### config.mk
export PLATFORM = sky130hd
export DESIGN_NAME = fir_filter_8tap_flat
export DESIGN_NICKNAME = d
export VERILOG_FILES = /design/src/design/fir8_pkg.sv /design/src/design/fir8_if.sv /design/src/design/fir8_ram.sv /design/src/design/fir_filter_8tap.sv /design/src/flat_wrapper.sv
export SDC_FILE = /design/constraint.sdc
export NUM_CORES = 1
export LEC_CHECK = 0
export BUFFER_PORTS_ARGS = -buffer_cell sky130_fd_sc_hd__clkbuf_2
export CORE_ASPECT_RATIO = 0.8
export CORE_MARGIN = 3
export CORE_UTILIZATION = 50
export CTS_BUF_LIST = sky130_fd_sc_hd__clkbuf_16
export CTS_CLUSTER_SIZE = 28
export DETAILED_ROUTE_END_ITERATION = 7
export PLACE_DENSITY_LB_ADDON = 0.08
export SKIP_LAST_GASP = 1
export SYNTH_ARGS = -nofsm -noshare
export SYNTH_HDL_FRONTEND = slang
export SYNTH_SLANG_ARGS = --single-unit
### constraint.sdc
create_clock -name clk -period 13.1 [get_ports clk]
set_input_delay 1.31 -clock clk [delete_from_list [all_inputs] [get_ports clk]]
set_output_delay 1.31 -clock clk [all_outputs]
set_load 0.01 [all_outputs]
### src/design/fir8_pkg.sv
// Shared constants for the eight-tap FIR filter.
package fir8_pkg;

  localparam int TAPS_DEF        = 8;
  localparam int SAMPLE_BITS_DEF = 16;
  localparam int COEF_W          = 16;
  localparam int NUM_COEFS       = 8;
  localparam int COEF_IDX_W      = 3;
  localparam int CFG_IDX_W       = 4;
  localparam int ROUND_SHIFT     = 15;
  localparam int ROUND_BIAS      = 1 << (ROUND_SHIFT - 1);
  // Eight products of SAMPLE_BITS x COEF_W bits need three guard bits.
  localparam int ACC_GUARD       = 3;

endpackage

### src/design/fir8_if.sv
// Valid/ready stream interfaces for samples in and filter results out.
interface fir8_in_if #(
  parameter int SAMPLE_BITS = fir8_pkg::SAMPLE_BITS_DEF
);
  logic                   valid;
  logic                   ready;
  logic [SAMPLE_BITS-1:0] sample_in;

  modport source (output valid, output sample_in, input ready);
  modport sink   (input valid, input sample_in, output ready);
endinterface

interface fir8_out_if #(
  parameter int SAMPLE_BITS = fir8_pkg::SAMPLE_BITS_DEF
);
  logic                   valid;
  logic                   ready;
  logic [SAMPLE_BITS-1:0] filtered;

  modport source (output valid, output filtered, input ready);
  modport sink   (input valid, input filtered, output ready);
endinterface

### src/design/fir8_ram.sv
// Generic single-write, single-read RAM with registered read data.
module fir8_ram #(
  parameter int WIDTH = 16,
  parameter int DEPTH = 8
) (
  input  logic                     clk,
  input  logic                     we,
  input  logic [$clog2(DEPTH)-1:0] waddr,
  input  logic [WIDTH-1:0]         wdata,
  input  logic [$clog2(DEPTH)-1:0] raddr,
  output logic [WIDTH-1:0]         rdata
);

  logic [WIDTH-1:0] mem [DEPTH];

  always_ff @(posedge clk) begin
    if (we) begin
      mem[waddr] <= wdata;
    end
    rdata <= mem[raddr];
  end

endmodule

### src/design/fir_filter_8tap.sv
// Direct-form FIR filter: delay line in RAM, one multiply-accumulate per tap per cycle.
// Each sample is read tap by tap through the single RAM read port into one shared
//   multiplier, accumulated, rounded and registered at the output; a new sample is
//   accepted only once that result is loaded, which waits while the output stalls.
// Reset (synchronous, active high): coefficients zero, delay line reads as zero
//   through per-entry valid bits, ring pointer zero, no result pending.
module fir_filter_8tap #(
  parameter int TAPS        = fir8_pkg::TAPS_DEF,
  parameter int SAMPLE_BITS = fir8_pkg::SAMPLE_BITS_DEF
) (
  input  logic                           clk,
  input  logic                           rst,
  input  logic                           cfg_we,
  input  logic [fir8_pkg::CFG_IDX_W-1:0] cfg_index,
  input  logic [fir8_pkg::COEF_W-1:0]    cfg_data,
  fir8_in_if.sink                        in_ch,
  fir8_out_if.source                     out_ch
);

  import fir8_pkg::*;

  localparam int PTR_W  = $clog2(TAPS);
  localparam int PROD_W = SAMPLE_BITS + COEF_W;
  localparam int ACC_W  = PROD_W + ACC_GUARD;
  localparam int SH_W   = ACC_W - ROUND_SHIFT;
  localparam logic signed [SH_W-1:0] SAT_HI = SH_W'((1 << (SAMPLE_BITS - 1)) - 1);
  localparam logic signed [SH_W-1:0] SAT_LO = SH_W'(-(1 << (SAMPLE_BITS - 1)));

  typedef enum logic [2:0] {
    ST_IDLE  = 3'b001,
    ST_RUN   = 3'b010,
    ST_DRAIN = 3'b100
  } state_t;

  state_t state;
  state_t state_next;

  logic signed [COEF_W-1:0]      coef [NUM_COEFS];
  logic [TAPS-1:0]               entry_vld;
  logic [PTR_W-1:0]              ptr;
  logic [PTR_W-1:0]              rd_addr;
  logic [PTR_W-1:0]              tap;
  logic [PTR_W-1:0]              tap_rd;
  logic                          rd_vld;
  logic                          rd_entry_vld;
  logic [SAMPLE_BITS-1:0]        ram_rdata;
  logic signed [SAMPLE_BITS-1:0] rd_sample;
  logic signed [PROD_W-1:0]      prod;
  logic                          prod_vld;
  logic signed [ACC_W-1:0]       acc;
  logic signed [ACC_W-1:0]       biased;
  logic signed [SH_W-1:0]        rounded;
  logic signed [SH_W-1:0]        clamped;
  logic                          in_acc;
  logic                          issue;
  logic                          load_out;
  logic                          out_valid;
  logic [SAMPLE_BITS-1:0]        filtered;

  function automatic logic [PTR_W-1:0] wrap_inc(input logic [PTR_W-1:0] p);
    logic [PTR_W-1:0] r;
    if (p == PTR_W'(TAPS - 1)) begin
      r = '0;
    end else begin
      r = p + PTR_W'(1);
    end
    return r;
  endfunction

  assign in_ch.ready = (state == ST_IDLE);
  assign in_acc      = in_ch.valid && in_ch.ready;
  assign issue       = (state == ST_RUN);
  assign load_out    = (state == ST_DRAIN) && !rd_vld && !prod_vld &&
                       (!out_valid || out_ch.ready);

  fir8_ram #(
    .WIDTH (SAMPLE_BITS),
    .DEPTH (TAPS)
  ) u_delay_ram (
    .clk   (clk),
    .we    (in_acc),
    .waddr (ptr),
    .wdata (in_ch.sample_in),
    .raddr (rd_addr),
    .rdata (ram_rdata)
  );

  always_comb begin
    state_next = state;
    unique case (state)
      ST_IDLE: begin
        if (in_acc) state_next = ST_RUN;
      end
      ST_RUN: begin
        if (tap == PTR_W'(TAPS - 1)) state_next = ST_DRAIN;
      end
      ST_DRAIN: begin
        if (load_out) state_next = ST_IDLE;
      end
      default: state_next = ST_IDLE;
    endcase
  end

  always_ff @(posedge clk) begin
    if (rst) begin
      state     <= ST_IDLE;
      ptr       <= '0;
      entry_vld <= '0;
    end else begin
      state <= state_next;
      if (in_acc) begin
        entry_vld[ptr] <= 1'b1;
        ptr            <= wrap_inc(ptr);
      end
    end
  end

  // Coefficient registers; indexes past the list are dropped.
  always_ff @(posedge clk) begin
    if (rst) begin
      for (int i = 0; i < NUM_COEFS; i++) coef[i] <= '0;
    end else if (cfg_we && (cfg_index < CFG_IDX_W'(NUM_COEFS))) begin
      coef[cfg_index[COEF_IDX_W-1:0]] <= cfg_data;
    end
  end

  // Read sequencer: oldest entry first, newest last.
  always_ff @(posedge clk) begin
    if (in_acc) begin
      rd_addr <= wrap_inc(ptr);
      tap     <= '0;
    end else if (issue) begin
      rd_addr <= wrap_inc(rd_addr);
      tap     <= tap + PTR_W'(1);
    end
    tap_rd       <= tap;
    rd_entry_vld <= entry_vld[rd_addr];
  end

  assign rd_sample = rd_entry_vld ? ram_rdata : '0;

  always_ff @(posedge clk) begin
    if (rst) begin
      rd_vld   <= 1'b0;
      prod_vld <= 1'b0;
    end else begin
      rd_vld   <= issue;
      prod_vld <= rd_vld;
    end
  end

  always_ff @(posedge clk) begin
    prod <= PROD_W'(rd_sample * coef[COEF_IDX_W'(tap_rd)]);
    if (in_acc) begin
      acc <= '0;
    end else if (prod_vld) begin
      acc <= acc + ACC_W'(prod);
    end
  end

  // Round half up, then clamp to the sample range.
  always_comb begin
    biased  = acc + ACC_W'(ROUND_BIAS);
    rounded = SH_W'(biased >>> ROUND_SHIFT);
    priority if (rounded > SAT_HI) begin
      clamped = SAT_HI;
    end else if (rounded < SAT_LO) begin
      clamped = SAT_LO;
    end else begin
      clamped = rounded;
    end
  end

  always_ff @(posedge clk) begin
    if (rst) begin
      out_valid <= 1'b0;
    end else if (load_out) begin
      out_valid <= 1'b1;
    end else if (out_ch.ready) begin
      out_valid <= 1'b0;
    end
  end

  always_ff @(posedge clk) begin
    if (load_out) begin
      filtered <= SAMPLE_BITS'(clamped);
    end
  end

  assign out_ch.valid    = out_valid;
  assign out_ch.filtered = filtered;

endmodule

### src/flat_wrapper.sv
// flat-port wrapper written by rule: the top's interface ports become plain ports
module fir_filter_8tap_flat import fir8_pkg::*;
#(
  parameter int TAPS        = fir8_pkg::TAPS_DEF,
  parameter int SAMPLE_BITS = fir8_pkg::SAMPLE_BITS_DEF
)
  (clk, rst, cfg_we, cfg_index, cfg_data, in_ch_valid, in_ch_sample_in, in_ch_ready, out_ch_valid, out_ch_filtered, out_ch_ready);
  fir8_in_if #(.SAMPLE_BITS(SAMPLE_BITS)) in_ch_i ();
  fir8_out_if #(.SAMPLE_BITS(SAMPLE_BITS)) out_ch_i ();
  input  logic clk;
  input  logic rst;
  input  logic cfg_we;
  input  logic [fir8_pkg::CFG_IDX_W-1:0] cfg_index;
  input  logic [fir8_pkg::COEF_W-1:0] cfg_data;
  input wire logic [$bits(in_ch_i.valid)-1:0] in_ch_valid;
  input wire logic [$bits(in_ch_i.sample_in)-1:0] in_ch_sample_in;
  output wire logic [$bits(in_ch_i.ready)-1:0] in_ch_ready;
  output wire logic [$bits(out_ch_i.valid)-1:0] out_ch_valid;
  output wire logic [$bits(out_ch_i.filtered)-1:0] out_ch_filtered;
  input wire logic [$bits(out_ch_i.ready)-1:0] out_ch_ready;
  assign in_ch_i.valid = in_ch_valid;
  assign in_ch_i.sample_in = in_ch_sample_in;
  assign in_ch_ready = in_ch_i.ready;
  assign out_ch_valid = out_ch_i.valid;
  assign out_ch_filtered = out_ch_i.filtered;
  assign out_ch_i.ready = out_ch_ready;
  fir_filter_8tap #(.TAPS(TAPS), .SAMPLE_BITS(SAMPLE_BITS)) u_core (.clk(clk), .rst(rst), .cfg_we(cfg_we), .cfg_index(cfg_index), .cfg_data(cfg_data), .in_ch(in_ch_i), .out_ch(out_ch_i));
endmodule
==> summary.md <==
| Metric | Value |
|---|---|
| Hold Slack | 376 ps |
| Vias in the first global route | between 15,000 and 20,000 |
| P per Cell Area | between 100 and 150 mW/mm^2 |
| DP Worst Slack | about 4900 ps |
| Rel. slew slack | between 20% and 30% |
| Count of different cell masters after synthesis | 65 |
| Max-cap violations | 0 |
| Starting Density | between 50% and 60% |
| Worst-path clk slew | ~60 ps |
| CTS tree | yes |
| P_int | 0.00237 W |
| GRT overflow | 0 |
| Yosys warns | 0 |
| Peak Freq | between 100 and 150 MHz |
| Switching fraction of total power | 30.8% |
| Gr usage total | between 20% and 30% |
| # port buffers | 58 |
| Hold/Removal Path Class | flop to flop |
| Nets@finish | ~2,800 |
| Compound-Gate Fraction of Synth Area | around 5.0% |
| Hpwl dp | between 40,000 and 50,000 um |
| CTS Buffer Depth | 3 |
| Routability cong. | a little under 0.9 |
| H-tree levels | 2 |
| First-pass GRT wire length | 94,800 um |
| Top post-synthesis cells by area | edfxtp_1, fa_1, dfxtp_1 |
| Post-synth EDFFs | 275 |
| Share of cells above drive strength 1 | roughly 12% |
| Pin count of the biggest net entering global routing | 42 |
| Critical path type | flop to flop |
| Worst EP arrival | roughly 8700 ps |
| Area of the mapped netlist | around 0.026 mm^2 |
| DR pass1 iterations | 7 |
| Cts hold-fix bufs | 0 |
| Synthesis-stage register bit count | around 380 |
| Max VDD drop | between 0.0001 and 0.00015 V |
| Core ar. | 0.0515 mm^2 |
| Clock network power share | a little under a third |
| RSZ-0062 raised after global routing | false |
| Final wirelength | slightly below 60,000 um |
| Outcome | complete, no violations |
| Clock skew | about 18 ps |
| Mapped Nets | roughly 2,700 |
| Mapped Cells | roughly 2,300 |
| Chip Height | approximately 210 um |
| # setup viols final | 0 |
| Period utilization | 62.6% |
| Largest family of logic cells by synthesized area | adder cells |
| Area grow syn2layout | 9.13% |
| Worst Slack Setup Final | 4900 ps |
| Commonest non-fill, non-tap cell in the layout | inv_1 |
| Syn avg cell area | 11.5 um^2 |
| Die width | ~260 um |
| Commonest cells after routing, fill and taps aside | inv_1, edfxtp_1, fa_1 |
| Critical Path RT | approximately 14,000 ps |
| Number of gates resized after cts | 0 |
| Crit Path Max Fanout | 32 |
| Clock sinks | between 300 and 400 |
| Max Slew Vio Count | 0 |
| Post-synthesis sequential area ratio | between 30% and 40% |
| Top_reg_cell synth | edfxtp_1 |
| Initial DRC count | ~1,200 |
| Synth Area in Adders | about a quarter |
| Final count of hold timing violations | 0 |
| Synth Area in Simple Gates | about an eighth |
| Mux cell area share after synthesis | between 8 and 9% |
| Via count | about 16,000 |
| Area leader, netlist | edfxtp_1 |
| DIE AREA | approximately 0.055 mm^2 |
| Crit end category | flop |
| Fin Setup TNS | 0 ps |
| Postcts setup bufs | 0 |
| Post-synth ARST share | 0% |
| CTS buffer count | 40 |
| Combinational power share | 26.5% |
| # IOs | between 50 and 60 |
| Post-route DRC | 0 |
| Slew at the pin with the worst max-slew slack | 1050 ps |
| Wire length per cell | roughly 19 um |
| Utilization after layout | 55.6% |
| Post-synth top area share | 31.5% |
| Row cnt | 74 |
| Vias per cell | roughly 5.4 |
| Clock Latency Late Sink | between 500 and 600 ps |
| Final antenna-violating net count | 0 |
| Synth Area in XOR/XNOR | 2.54% |
| Flop pwr share | a little over two fifths |
| Cell at the root of the clock tree | clkbuf_16 |
| Initial antenna violation count | 4 |
| Leakage | 12.0 nW |
| Startpoint Class | flop |
| Sw power | about 0.0011 W |
| Minimum clock period after layout | slightly above 8000 ps |
==> Yosys cell counts, drive strengths merged, types with 3 or more instances <==
library cell and number:
nor3b 4, clkbuf 57, a21oi 73, edfxtp 275, nand4 8, or3 7, mux4 66, and3 14
inv 332, fa 263, nand3 22, nor2b 14, o21bai 10, a31oi 7, a21boi 4, mux2i 38
buf 17, nand2b 28, a211oi 6, xor2 20, and2 161, a21o 26, nor4b 4, o21ai 45
o31ai 5, o211ai 3, xnor2 56, o21a 6, ha 123, nor3 19, mux2 28, nand2 184
dfxtp 107, or2 18, nor2 198
==> layer usage <==
metal | GRT usage (%) | wire length, um | vias to the layer above
li1 | - | - | 7661
met1 | 33.0 | 27600 | 8230
met2 | 33.1 | 26000 | 445
met3 | 5.17 | 4200 | 84
met4 | 5.51 | 1200 | 4
met5 | 0 | 25 | -
==> final timing paths <==
check        slack [ps]  cells after the start                 endpoint                        from
max                4900                     24  u_core.prod[30]$_DFF_P_                        flop
max reg2reg        4900                     24  u_core.prod[30]$_DFF_P_                        flop
min reg2reg         380                      0                     flop  u_core.tap[2]$_SDFFE_PP0P_
min                 380                      0                     flop  u_core.tap[2]$_SDFFE_PP0P_
==> cells by family after synthesis <==
| family | count (synthesis) |
|---|---|
| mux | 132 |
| simple gates | 689 |
| flops | 382 |
| buf+inv | 406 |
| compound gates | 208 |
| xor+xnor | 76 |
| fa+ha+maj | 386 |
==> critical path, cell delays in order, from the launching register on <==
cell and delay (ps):
dfxtp_2 310, buf_4 540, mux4_2 600, mux2i_1 630, nor2_1 200, fa_1 560, inv_1 60, fa_1 520
inv_1 50, fa_1 500, inv_1 50, fa_1 560, fa_1 430, fa_1 490, inv_1 40, ha_1 320
and3_1 230, nand4_1 130, o21ai_0 110, o21ba_2 300, o21ai_1 160, a2111oi_0 780, o31ai_1 190, a21oi_1 210
xnor2_1 140
==> stage by stage <==
stage | cells | cell area [um^2] | total power [W]
after floorplan | 2279 | 26200 | 0.00213
after global placement | 2980 | 27400 | 0.00235
after detailed placement | 2980 | 27400 | 0.00236
after CTS | 3052 | 28600 | 0.00346
after global routing | 3052 | 28600 | 0.00363
final | 3053 | 28600 | 0.00342
==> power groups by stage <==
stage / logic, W / registers, W / clock network, W
after floorplan: 0.000697 / 0.00143 / 0
after global placement: 0.000896 / 0.00145 / 0
after detailed placement: 0.000910 / 0.00145 / 0
after CTS: 0.000915 / 0.00143 / 0.00111
after global routing: 0.00103 / 0.00144 / 0.00117
final: 0.000907 / 0.00143 / 0.00109
==> state kept, by name, indices dropped and copies added (netlist names), named ones only <==
name,count
u_core.coef,128
u_core.rd_entry_vld,1
u_core.acc,35
u_core.entry_vld,8
u_core.prod_vld,1
u_core.out_ch.valid,1
u_core.u_delay_ram.rdata,16
u_core.tap,3
u_core.state,3
u_core.out_ch.filtered,16
u_core.u_delay_ram.mem,128
u_core.ptr,3
u_core.rd_vld,1
u_core.prod,32
u_core.rd_addr,3
==> area by class of cell <==
| cell class | instances | area [um^2] |
|---|---|---|
| diodes | 1 | 2.50 |
| clock buffers | 41 | 1030 |
| clock inverters | 31 | 221 |
| fillers | 4418 | 22800 |
| inverters | 332 | 1250 |
| multi-input cells | 1491 | 14300 |
| flip-flops and latches | 382 | 10400 |
| well taps | 684 | 856 |
| repair buffers | 91 | 538 |
No activity file was read; power rests on OpenSTA's default activity.
